$ cat config.mk
export PLATFORM = sky130hd
export DESIGN_NAME = jpeg_marker_segment_parser
export DESIGN_NICKNAME = d
export VERILOG_FILES = /design/src/sv/jmsp_pkg.sv /design/src/sv/jmsp_core.sv /design/src/sv/jmsp_out.sv /design/src/sv/jpeg_marker_segment_parser.sv
export SDC_FILE = /design/constraint.sdc
export NUM_CORES = 1
export LEC_CHECK = 0
export BUFFER_PORTS_ARGS = -buffer_cell sky130_fd_sc_hd__buf_2
export CAP_MARGIN = 0
export CELL_PAD_IN_SITES_DETAIL_PLACEMENT = 0
export CELL_PAD_IN_SITES_GLOBAL_PLACEMENT = 1
export CORE_UTILIZATION = 51
export CTS_CLUSTER_SIZE = 12
export DETAILED_ROUTE_END_ITERATION = 8
export GPL_TIMING_DRIVEN = 0
export PLACE_DENSITY_LB_ADDON = 0.1
export SYNTH_ARGS = -nofsm -noshare
export SYNTH_HDL_FRONTEND = slang
export SYNTH_SLANG_ARGS = --single-unit
$ cat constraint.sdc
create_clock -name aclk -period 6.4 [get_ports aclk]
set_input_delay 0.32 -clock aclk [delete_from_list [all_inputs] [get_ports aclk]]
set_output_delay 0.32 -clock aclk [all_outputs]
set_load 0.01 [all_outputs]
$ cat src/sv/jmsp_pkg.sv
package jmsp_pkg;

    localparam int MaxRes = 4;

    localparam logic [7:0] M_SOI  = 8'hD8;
    localparam logic [7:0] M_EOI  = 8'hD9;
    localparam logic [7:0] M_DRI  = 8'hDD;
    localparam logic [7:0] M_SOF0 = 8'hC0;
    localparam logic [7:0] M_SOF2 = 8'hC2;
    localparam logic [7:0] M_DQT  = 8'hDB;
    localparam logic [7:0] M_DHT  = 8'hC4;
    localparam logic [7:0] M_SOS  = 8'hDA;
    localparam logic [7:0] M_RST0 = 8'hD0;
    localparam logic [7:0] M_RST7 = 8'hD7;
    localparam logic [7:0] M_TEM  = 8'h01;
    localparam logic [7:0] FILL_B = 8'hFF;

    localparam logic [3:0] EV_MARKER  = 4'd0;
    localparam logic [3:0] EV_FRAME   = 4'd1;
    localparam logic [3:0] EV_QUANT   = 4'd2;
    localparam logic [3:0] EV_HCOUNT  = 4'd3;
    localparam logic [3:0] EV_HSYM    = 4'd4;
    localparam logic [3:0] EV_SCANF   = 4'd5;
    localparam logic [3:0] EV_RESTART = 4'd6;
    localparam logic [3:0] EV_SBYTE   = 4'd7;
    localparam logic [3:0] EV_ERROR   = 4'd8;
    localparam logic [3:0] EV_END     = 4'd9;

    localparam logic [15:0] ERR_NOT_SOI = 16'd0;
    localparam logic [15:0] ERR_PROG    = 16'd1;
    localparam logic [15:0] ERR_NCOMP   = 16'd2;

    localparam logic [4:0] PH_FIRST = 5'd0;
    localparam logic [4:0] PH_HUNT = 5'd1;
    localparam logic [4:0] PH_THUMB = 5'd2;
    localparam logic [4:0] PH_SCAN = 5'd3;
    localparam logic [4:0] PH_LEN_HI = 5'd4;
    localparam logic [4:0] PH_LEN_LO = 5'd5;
    localparam logic [4:0] PH_SKIP = 5'd6;
    localparam logic [4:0] PH_DRI_HI = 5'd7;
    localparam logic [4:0] PH_DRI_LO = 5'd8;
    localparam logic [4:0] PH_SOF_P = 5'd9;
    localparam logic [4:0] PH_SOF_H1 = 5'd10;
    localparam logic [4:0] PH_SOF_H2 = 5'd11;
    localparam logic [4:0] PH_SOF_W1 = 5'd12;
    localparam logic [4:0] PH_SOF_W2 = 5'd13;
    localparam logic [4:0] PH_SOF_N = 5'd14;
    localparam logic [4:0] PH_SOF_CID = 5'd15;
    localparam logic [4:0] PH_SOF_CS = 5'd16;
    localparam logic [4:0] PH_SOF_CQ = 5'd17;
    localparam logic [4:0] PH_DQT_HDR = 5'd18;
    localparam logic [4:0] PH_DQT_E8 = 5'd19;
    localparam logic [4:0] PH_DQT_EH = 5'd20;
    localparam logic [4:0] PH_DQT_EL = 5'd21;
    localparam logic [4:0] PH_DHT_HDR = 5'd22;
    localparam logic [4:0] PH_DHT_CNT = 5'd23;
    localparam logic [4:0] PH_DHT_SYM = 5'd24;
    localparam logic [4:0] PH_SOS_NS = 5'd25;
    localparam logic [4:0] PH_SOS_SEL = 5'd26;
    localparam logic [4:0] PH_SOS_TAB = 5'd27;
    localparam logic [4:0] PH_SOS_SS = 5'd28;
    localparam logic [4:0] PH_SOS_SE = 5'd29;
    localparam logic [4:0] PH_SOS_A = 5'd30;
    localparam logic [4:0] PH_SOS_TAIL = 5'd31;

    typedef struct packed {
        logic [3:0]  kind;
        logic [1:0]  slot;
        logic [7:0]  idx;
        logic [15:0] value;
    } event_t;

    typedef struct packed {
        logic [2:0]               count;
        event_t [MaxRes-1:0]      ev;
    } batch_t;

    function automatic event_t mk_ev(logic [3:0] k, logic [1:0] s, logic [7:0] i,
                                     logic [15:0] v);
        event_t e;
        e.kind = k;
        e.slot = s;
        e.idx = i;
        e.value = v;
        return e;
    endfunction

endpackage

$ cat src/sv/jmsp_core.sv
module jmsp_core
    import jmsp_pkg::*;
(
    input  logic       aclk,
    input  logic       aresetn,
    input  logic       step,
    input  logic [7:0] data_byte,
    input  logic       final_byte,
    output batch_t     batch
);

    logic [4:0]  phase_reg, phase_next;
    logic [15:0] remain_reg, remain_next;
    logic [7:0]  fpos_reg, fpos_next;
    logic [7:0]  hold_reg, hold_next;
    logic [1:0]  table_reg, table_next;
    logic [11:0] symtot_reg, symtot_next;
    logic [15:0] restart_reg, restart_next;
    logic [7:0]  ncomp_reg, ncomp_next;
    logic [3:0]  maxh_reg, maxh_next;
    logic [3:0]  maxv_reg, maxv_next;
    logic        pff_reg, pff_next;
    logic        halted_reg, halted_next;

    always_comb begin
        logic [2:0]  n;
        logic [15:0] w;
        logic [15:0] len;
        logic [4:0]  tgt;
        logic        mk;
        logic        dispatch;
        logic        in_sos;
        logic [7:0]  fp1;
        logic [11:0] st;
        logic [3:0]  h;
        logic [3:0]  v;
        phase_next = phase_reg;
        remain_next = remain_reg;
        fpos_next = fpos_reg;
        hold_next = hold_reg;
        table_next = table_reg;
        symtot_next = symtot_reg;
        restart_next = restart_reg;
        ncomp_next = ncomp_reg;
        maxh_next = maxh_reg;
        maxv_next = maxv_reg;
        pff_next = pff_reg;
        halted_next = halted_reg;
        batch.ev = '0;
        n = 3'd0;
        w = {hold_reg, data_byte};
        mk = 1'b0;
        dispatch = 1'b0;
        in_sos = phase_reg >= PH_SOS_NS;
        fp1 = fpos_reg + 8'd1;
        len = 16'd0;
        tgt = PH_SKIP;
        st = 12'd0;
        h = data_byte[7:4];
        v = data_byte[3:0];

        // marker search shared by the hunting phases
        if (pff_reg) begin
            if (data_byte != FILL_B) begin
                pff_next = 1'b0;
                mk = data_byte != 8'h00;
            end
        end else if (data_byte == FILL_B) begin
            pff_next = 1'b1;
        end

        if (!halted_reg) begin
            case (phase_reg)
                PH_FIRST: begin
                    if (mk) begin
                        batch.ev[0] = mk_ev(EV_MARKER, 2'd0, 8'd0, {8'd0, data_byte});
                        n = 3'd1;
                        if (data_byte == M_SOI) begin
                            phase_next = PH_HUNT;
                        end else begin
                            batch.ev[1] = mk_ev(EV_ERROR, 2'd0, 8'd0, ERR_NOT_SOI);
                            n = 3'd2;
                            halted_next = 1'b1;
                        end
                    end
                end
                PH_HUNT: begin
                    dispatch = mk;
                end
                PH_THUMB: begin
                    if (mk && data_byte == M_EOI) phase_next = PH_HUNT;
                end
                PH_SCAN: begin
                    pff_next = pff_reg;
                    if (!pff_reg) begin
                        if (data_byte == FILL_B) begin
                            pff_next = 1'b1;
                        end else begin
                            batch.ev[0] = mk_ev(EV_SBYTE, 2'd0, 8'd0, {8'd0, data_byte});
                            n = 3'd1;
                        end
                    end else if (data_byte != FILL_B) begin
                        pff_next = 1'b0;
                        if (data_byte == 8'h00) begin
                            batch.ev[0] = mk_ev(EV_SBYTE, 2'd0, 8'd0, {8'd0, FILL_B});
                            batch.ev[1] = mk_ev(EV_SBYTE, 2'd0, 8'd0, 16'd0);
                            n = 3'd2;
                        end else if (restart_reg != 16'd0 && data_byte >= M_RST0 &&
                                     data_byte <= M_RST7) begin
                            batch.ev[0] = mk_ev(EV_RESTART, 2'd0, 8'd1, {8'd0, data_byte});
                            n = 3'd1;
                        end else begin
                            dispatch = 1'b1;
                        end
                    end
                end
                PH_LEN_HI: begin
                    pff_next = pff_reg;
                    hold_next = data_byte;
                    phase_next = PH_LEN_LO;
                end
                PH_LEN_LO: begin
                    pff_next = pff_reg;
                    len = w;
                    tgt = fpos_reg[4:0];
                    remain_next = (len >= 16'd2) ? len - 16'd2 : 16'd0;
                    fpos_next = 8'd0;
                    if (tgt < PH_SKIP) tgt = PH_SKIP;
                    if (remain_next == 16'd0)
                        phase_next = (tgt >= PH_SOS_NS) ? PH_SCAN : PH_HUNT;
                    else
                        phase_next = tgt;
                end
                default: begin
                    pff_next = pff_reg;
                    remain_next = remain_reg - 16'd1;
                    case (phase_reg)
                        PH_DRI_HI: begin
                            hold_next = data_byte;
                            phase_next = PH_DRI_LO;
                        end
                        PH_DRI_LO: begin
                            restart_next = w;
                            batch.ev[0] = mk_ev(EV_RESTART, 2'd0, 8'd0, w);
                            n = 3'd1;
                            phase_next = PH_SKIP;
                        end
                        PH_SOF_P: begin
                            batch.ev[0] = mk_ev(EV_FRAME, 2'd0, 8'd0, {8'd0, data_byte});
                            n = 3'd1;
                            phase_next = PH_SOF_H1;
                        end
                        PH_SOF_H1: begin
                            hold_next = data_byte;
                            phase_next = PH_SOF_H2;
                        end
                        PH_SOF_H2: begin
                            batch.ev[0] = mk_ev(EV_FRAME, 2'd0, 8'd1, w);
                            n = 3'd1;
                            phase_next = PH_SOF_W1;
                        end
                        PH_SOF_W1: begin
                            hold_next = data_byte;
                            phase_next = PH_SOF_W2;
                        end
                        PH_SOF_W2: begin
                            batch.ev[0] = mk_ev(EV_FRAME, 2'd0, 8'd2, w);
                            n = 3'd1;
                            phase_next = PH_SOF_N;
                        end
                        PH_SOF_N: begin
                            ncomp_next = data_byte;
                            batch.ev[0] = mk_ev(EV_FRAME, 2'd0, 8'd3, {8'd0, data_byte});
                            n = 3'd1;
                            if (data_byte != 8'd3) begin
                                batch.ev[1] = mk_ev(EV_ERROR, 2'd0, 8'd0, ERR_NCOMP);
                                n = 3'd2;
                                halted_next = 1'b1;
                            end else begin
                                fpos_next = 8'd0;
                                phase_next = PH_SOF_CID;
                            end
                        end
                        PH_SOF_CID: begin
                            batch.ev[0] = mk_ev(EV_FRAME, fpos_reg[1:0], 8'd4,
                                                {8'd0, data_byte});
                            n = 3'd1;
                            phase_next = PH_SOF_CS;
                        end
                        PH_SOF_CS: begin
                            if (h > maxh_reg) maxh_next = h;
                            if (v > maxv_reg) maxv_next = v;
                            batch.ev[0] = mk_ev(EV_FRAME, fpos_reg[1:0], 8'd5,
                                                {8'd0, data_byte});
                            n = 3'd1;
                            phase_next = PH_SOF_CQ;
                        end
                        PH_SOF_CQ: begin
                            batch.ev[0] = mk_ev(EV_FRAME, fpos_reg[1:0], 8'd6,
                                                {8'd0, data_byte});
                            n = 3'd1;
                            fpos_next = fp1;
                            if (fp1 >= 8'd3) begin
                                batch.ev[1] = mk_ev(EV_FRAME, 2'd0, 8'd7, {12'd0, maxh_reg});
                                batch.ev[2] = mk_ev(EV_FRAME, 2'd0, 8'd8, {12'd0, maxv_reg});
                                n = 3'd3;
                                phase_next = PH_SKIP;
                            end else begin
                                phase_next = PH_SOF_CID;
                            end
                        end
                        PH_DQT_HDR: begin
                            table_next = data_byte[1:0];
                            fpos_next = 8'd0;
                            phase_next = (data_byte[7:4] != 4'd0) ? PH_DQT_EH : PH_DQT_E8;
                        end
                        PH_DQT_EH: begin
                            hold_next = data_byte;
                            phase_next = PH_DQT_EL;
                        end
                        PH_DQT_E8, PH_DQT_EL: begin
                            batch.ev[0] = mk_ev(EV_QUANT, table_reg, fpos_reg,
                                (phase_reg == PH_DQT_E8) ? {8'd0, data_byte} : w);
                            n = 3'd1;
                            fpos_next = fp1;
                            if (fp1 >= 8'd64) phase_next = PH_DQT_HDR;
                            else if (phase_reg == PH_DQT_EL) phase_next = PH_DQT_EH;
                        end
                        PH_DHT_HDR: begin
                            // class*2 + id, kept to two bits
                            table_next = {data_byte[4], 1'b0} + data_byte[1:0];
                            fpos_next = 8'd0;
                            symtot_next = 12'd0;
                            phase_next = PH_DHT_CNT;
                        end
                        PH_DHT_CNT: begin
                            batch.ev[0] = mk_ev(EV_HCOUNT, table_reg, fpos_reg,
                                                {8'd0, data_byte});
                            n = 3'd1;
                            st = symtot_reg + {4'd0, data_byte};
                            symtot_next = st;
                            fpos_next = fp1;
                            if (fp1 >= 8'd16) begin
                                fpos_next = 8'd0;
                                phase_next = (st != 12'd0) ? PH_DHT_SYM : PH_DHT_HDR;
                            end
                        end
                        PH_DHT_SYM: begin
                            batch.ev[0] = mk_ev(EV_HSYM, table_reg, fpos_reg,
                                                {8'd0, data_byte});
                            n = 3'd1;
                            fpos_next = fp1;
                            symtot_next = symtot_reg - 12'd1;
                            if (symtot_next == 12'd0) phase_next = PH_DHT_HDR;
                        end
                        PH_SOS_NS: begin
                            ncomp_next = data_byte;
                            batch.ev[0] = mk_ev(EV_SCANF, 2'd0, 8'd0, {8'd0, data_byte});
                            n = 3'd1;
                            fpos_next = 8'd0;
                            phase_next = (data_byte != 8'd0) ? PH_SOS_SEL : PH_SOS_SS;
                        end
                        PH_SOS_SEL: begin
                            batch.ev[0] = mk_ev(EV_SCANF, fpos_reg[1:0], 8'd1,
                                                {8'd0, data_byte});
                            n = 3'd1;
                            phase_next = PH_SOS_TAB;
                        end
                        PH_SOS_TAB: begin
                            batch.ev[0] = mk_ev(EV_SCANF, fpos_reg[1:0], 8'd2,
                                                {8'd0, data_byte});
                            n = 3'd1;
                            fpos_next = fp1;
                            phase_next = (fp1 >= ncomp_reg) ? PH_SOS_SS : PH_SOS_SEL;
                        end
                        PH_SOS_SS: begin
                            batch.ev[0] = mk_ev(EV_SCANF, 2'd0, 8'd3, {8'd0, data_byte});
                            n = 3'd1;
                            phase_next = PH_SOS_SE;
                        end
                        PH_SOS_SE: begin
                            batch.ev[0] = mk_ev(EV_SCANF, 2'd0, 8'd4, {8'd0, data_byte});
                            n = 3'd1;
                            phase_next = PH_SOS_A;
                        end
                        PH_SOS_A: begin
                            batch.ev[0] = mk_ev(EV_SCANF, 2'd0, 8'd5, {8'd0, data_byte});
                            n = 3'd1;
                            phase_next = PH_SOS_TAIL;
                        end
                        default: begin
                        end
                    endcase
                    if (!halted_next && remain_next == 16'd0)
                        phase_next = in_sos ? PH_SCAN : PH_HUNT;
                end
            endcase

            // marker dispatch; n is 0 here, slot 0 takes the marker
            if (dispatch) begin
                batch.ev[0] = mk_ev(EV_MARKER, 2'd0, 8'd0, {8'd0, data_byte});
                n = 3'd1;
                if (data_byte == M_SOI) begin
                    phase_next = PH_THUMB;
                end else if (data_byte == M_EOI || data_byte == M_TEM ||
                             (data_byte >= M_RST0 && data_byte <= M_RST7)) begin
                    phase_next = PH_HUNT;
                end else if (data_byte == M_SOF2) begin
                    batch.ev[1] = mk_ev(EV_ERROR, 2'd0, 8'd0, ERR_PROG);
                    n = 3'd2;
                    halted_next = 1'b1;
                end else begin
                    case (data_byte)
                        M_DRI:   tgt = PH_DRI_HI;
                        M_SOF0:  tgt = PH_SOF_P;
                        M_DQT:   tgt = PH_DQT_HDR;
                        M_DHT:   tgt = PH_DHT_HDR;
                        M_SOS:   tgt = PH_SOS_NS;
                        default: tgt = PH_SKIP;
                    endcase
                    fpos_next = {3'd0, tgt};
                    phase_next = PH_LEN_HI;
                end
            end
        end else begin
            pff_next = pff_reg;
        end

        if (final_byte) begin
            batch.ev[n[1:0]] = mk_ev(EV_END, 2'd0, 8'd0, 16'd0);
            n = n + 3'd1;
        end
        batch.count = n;
    end

    always_ff @(posedge aclk) begin
        if (!aresetn || (step && final_byte)) begin
            phase_reg <= PH_FIRST;
            remain_reg <= '0;
            fpos_reg <= '0;
            hold_reg <= '0;
            table_reg <= '0;
            symtot_reg <= '0;
            restart_reg <= '0;
            ncomp_reg <= '0;
            maxh_reg <= '0;
            maxv_reg <= '0;
            pff_reg <= 1'b0;
            halted_reg <= 1'b0;
        end else if (step) begin
            phase_reg <= phase_next;
            remain_reg <= remain_next;
            fpos_reg <= fpos_next;
            hold_reg <= hold_next;
            table_reg <= table_next;
            symtot_reg <= symtot_next;
            restart_reg <= restart_next;
            ncomp_reg <= ncomp_next;
            maxh_reg <= maxh_next;
            maxv_reg <= maxv_next;
            pff_reg <= pff_next;
            halted_reg <= halted_next;
        end
    end

endmodule

$ cat src/sv/jmsp_out.sv
module jmsp_out
    import jmsp_pkg::*;
(
    input  logic        aclk,
    input  logic        aresetn,
    input  logic        load,
    input  batch_t      batch,
    output logic        can_load,
    output logic        m_valid,
    input  logic        m_ready,
    output logic [3:0]  m_event_kind,
    output logic [1:0]  m_table_slot,
    output logic [7:0]  m_field_index,
    output logic [15:0] m_field_value,
    output logic        m_run_last
);

    batch_t     buf_reg;
    logic [2:0] ptr_reg;
    logic       full_reg;
    logic       last_one;

    assign last_one = (ptr_reg + 3'd1) == buf_reg.count;
    // a new batch may enter when the buffer is empty or its last event leaves now
    assign can_load = !full_reg || (m_ready && last_one);

    always_ff @(posedge aclk) begin
        if (!aresetn) begin
            full_reg <= 1'b0;
            ptr_reg <= '0;
        end else if (load && can_load) begin
            full_reg <= batch.count != 3'd0;
            ptr_reg <= '0;
        end else if (full_reg && m_ready) begin
            ptr_reg <= ptr_reg + 3'd1;
            if (last_one) full_reg <= 1'b0;
        end
    end

    always_ff @(posedge aclk) begin
        if (load && can_load) buf_reg <= batch;
    end

    assign m_valid = full_reg;
    assign m_event_kind = buf_reg.ev[ptr_reg[1:0]].kind;
    assign m_table_slot = buf_reg.ev[ptr_reg[1:0]].slot;
    assign m_field_index = buf_reg.ev[ptr_reg[1:0]].idx;
    assign m_field_value = buf_reg.ev[ptr_reg[1:0]].value;
    assign m_run_last = last_one;

endmodule

$ cat src/sv/jpeg_marker_segment_parser.sv
// channel | ports                                             | direction
// input   | s_valid s_ready s_data_byte s_final_byte          | byte in
// result  | m_valid m_ready m_event_kind m_table_slot         | event out
//         | m_field_index m_field_value m_run_last            |
// One byte is accepted per cycle while the output buffer can load; its events (up to four)
// leave it one per cycle unless m_ready stalls, and the next byte waits until the last one leaves.
// Parser state updates at the byte's acceptance; events appear the next cycle.
// Reset (aresetn low, synchronous) empties the buffer and returns to SOI search.
// A stall on m_ready holds the buffer and blocks input once it is full.
module jpeg_marker_segment_parser
    import jmsp_pkg::*;
(
    input  logic        aclk,
    input  logic        aresetn,
    input  logic        s_valid,
    output logic        s_ready,
    input  logic [7:0]  s_data_byte,
    input  logic        s_final_byte,
    output logic        m_valid,
    input  logic        m_ready,
    output logic [3:0]  m_event_kind,
    output logic [1:0]  m_table_slot,
    output logic [7:0]  m_field_index,
    output logic [15:0] m_field_value,
    output logic        m_run_last
);

    batch_t batch;
    logic   can_load;
    logic   step;

    assign s_ready = can_load;
    assign step = s_valid && can_load;

    jmsp_core u_core (
        .aclk       (aclk),
        .aresetn    (aresetn),
        .step       (step),
        .data_byte  (s_data_byte),
        .final_byte (s_final_byte),
        .batch      (batch)
    );

    jmsp_out u_out (
        .aclk          (aclk),
        .aresetn       (aresetn),
        .load          (step),
        .batch         (batch),
        .can_load      (can_load),
        .m_valid       (m_valid),
        .m_ready       (m_ready),
        .m_event_kind  (m_event_kind),
        .m_table_slot  (m_table_slot),
        .m_field_index (m_field_index),
        .m_field_value (m_field_value),
        .m_run_last    (m_run_last)
    );

endmodule

==> out/results.ini <==
[critical_path]
cp_cell_sequence = buf_2, buf_2, nor4_2, nand3_1, nor3_1, o32ai_1, a21o_1, ha_1, nand2_1, inv_1, nor2_1, nand3_1, nor2b_1, and2_1
worst-r2r-cell-count = 14
critPathRequiredTime_ps = 6680
path_class = input pin to flop
start_kind = input pin
max_stage_delay_ps = 800
worstPathMaxFanout = 10
endpoint_kind = flop
arrival_ps = 4790
slowest_stage = nor3_1

[detailed_routing]
drc = 0
via_per_inst = 6.30
drt_iter0_drc = 1006
vias = 9758
dr.pass1.iters = 6
wl_per_cell_microns = 21.5
routed_wl_microns = 33300
postRouteAntennaNets = 0

[sta]
worst_slew_pin_slew_ps = 1460
fin_crit_sh_pct = 70.4
drv_slew = 0
skew_ps = 12.9
period_minus_slack_ps = 4510
fin_setup_tns_ps = 0
fmax_mhz = 222
fin_hold_ws_ps = 188
hold_viol_final = 0
slew_headroom_pct = 2.21
setup_viol = 0
rsz0062_at_grt = false

[global_route]
track_usage_pct = 34.6
antenna_found_initial = 0
grt_remaining_overflow = 0
grt_pass1_vias = 9062
grt_start_max_net_pins = 53
grt_pass1_wl_microns = 51500

[clocking]
insertion_delay_ps = 440
cts_sinks = 138
post-cts-setup-buffers = 0
clkTransAtPathRegs_ps = 60
htree_levels = 4
cts_resized = 0
clockRootBuffer = clkbuf_16
cts_tree = done
cts_buffer_depth = 2
cts_hold_buf = 0
numCtsBuffers = 17

[synth]
seq_area_frac_synth_pct = 33.6
syn_nets = 1288
syn_area_per_cell_sq_um = 7.82
yosysWarnings = 0
netlist_area_sq_um = 9670
synth_edf_count = 49
yosysTopAreaCellShare_pct = 18.4
ys_seq_elements = 138
yosys-top-cells-area = dfxtp_1 18%, edfxtp_1 15%, nor2_1 6.1%
synth_cells = 1237
synth_area_leader_cell = dfxtp_1
synthFlopType = dfxtp_1
synth_async_sr_flop_share_pct = 0
ys_types = 87

[finish]
nNetsFinal = 1352
final_cell_mix = 158 x nor2_1, 138 x nand2_1, 102 x a21oi_1
area_growth_pct = 11.9
largest_reg_flops = 49
drive_gt1_share_pct = 8.75
antennaDiodeCount = 0
area.sequential_sq_um = 3250
fill_cells = 1778
multiInputGateArea_sq_um = 5940
mostFrequentLayoutCell = nor2_1

[pwr]
p_leak_nw = 3.99
p_total_w = 0.00249
ir_drop_mv = 0.186
powerDensity_nw_per_um2 = 230

[min_path]
hold_depth = 3
hold_path_class = input pin to flop

[die]
die_y_microns = 140
initial_utilization_pct = 51.9
die_w_microns = 140
num_io_pins = 46
std_cell_rows = 50
dieArea_sq_um = 19500
core_area_sq_um = 18600

[placement]
gp_congestion = 0.948
hpwl_microns = 24600
io_buffers = 45

[status]
status = finished, final reports clean

[job]
cap_violations = 0

[layout make-up]
type                            count  share of cell area (%)
Multi-Input combinational cell    975                    54.9
Sequential cell                   138                    30.1
Clock buffer                       19                    4.39
Buffer                             78                    2.81
Tap cell                          234                    2.70
Timing Repair Buffer               45                    2.08
Inverter                           46                    1.60
Clock inverter                     13                    1.46
[critical path, delay by kind of cell]
family                     cells  cell delay [ps]
adders and majority gates      1              220
buffers and inverters          3              450
AOI/OAI and AO/OA              2              450
and+or+nand+nor                8             3360
[synth_stat cells, types with 7 or more instances]
master      n
a211oi_1   17
o31ai_1     7
nand2b_1   24
nor3_1     44
nor2_1    158
nand2_1   138
nor2b_1    11
buf_1       8
o22ai_1    14
o32ai_1    12
ha_1       37
dfxtp_1    89
nor3b_1     8
edfxtp_1   49
nor4_1     16
and2_1     40
nand3_1    39
mux2i_1    26
a22oi_1    15
and3_1      7
buf_2       9
xnor2_1    22
o21ai_0    62
o211ai_1    7
xor2_1     17
a21o_1      9
nand4_1    15
clkbuf_1   61
a21oi_1   102
a31oi_1    10
inv_1      43
[power breakdown]
group	switching, W	leakage [nW]	internal [W]
Combinational	0.000307	2.46	0.000147
Sequential	0.0000205	1.21	0.000949
Clock	0.000462	0.313	0.000605
Total	0.000789	3.99	0.00170
[logic make-up after synthesis]
family / Yosys count / share of synthesized area, %
AO/OA/AOI/OAI: 330 / 22.5
flip-flops: 138 / 33.6
multiplexers: 31 / 3.50
adder cells (fa/ha/maj): 38 / 4.99
AND/OR/NAND/NOR: 536 / 26.7
buffers and inverters: 124 / 4.93
XOR/XNOR: 40 / 3.78
[metal layers]
layer	GRT usage [%]	up-vias	part of all wire [%]
li1	-	4617	-
met3	8.22	84	9.0
met4	13.2	0	3.0
met1	46.9	4544	44
met2	53.3	513	44
met5	0	-	0
[per-stage QoR]
| stage | utilization [%] | cells | cell area, sq um | worst slack, ps |
|---|---|---|---|---|
| 2_1_floorplan | - | 1237 | 9670 | 3120 |
| 3_3_place_gp | 54.7 | 1516 | 10200 | 1560 |
| 3_5_place_dp | 54.7 | 1516 | 10200 | 1630 |
| 4_1_cts | 58.1 | 1548 | 10800 | 2020 |
| 5_1_grt | 58.1 | 1548 | 10800 | 1610 |
| 6_report | 58.1 | 1548 | 10800 | 1890 |
[final timing paths]
check	start	endpoint	slack [ps]
worst max register to register	u_core.phase_reg[0]	u_out.buf_reg[19]	1900
worst min register to register	u_core.restart_reg[5]	u_core.restart_reg[5]	450
worst min-delay path	m_ready	u_out.ptr_reg[1]	190
worst max-delay path	s_data_byte[4]	u_out.buf_reg[19]	1890
Power figures use the tool's default switching activity.
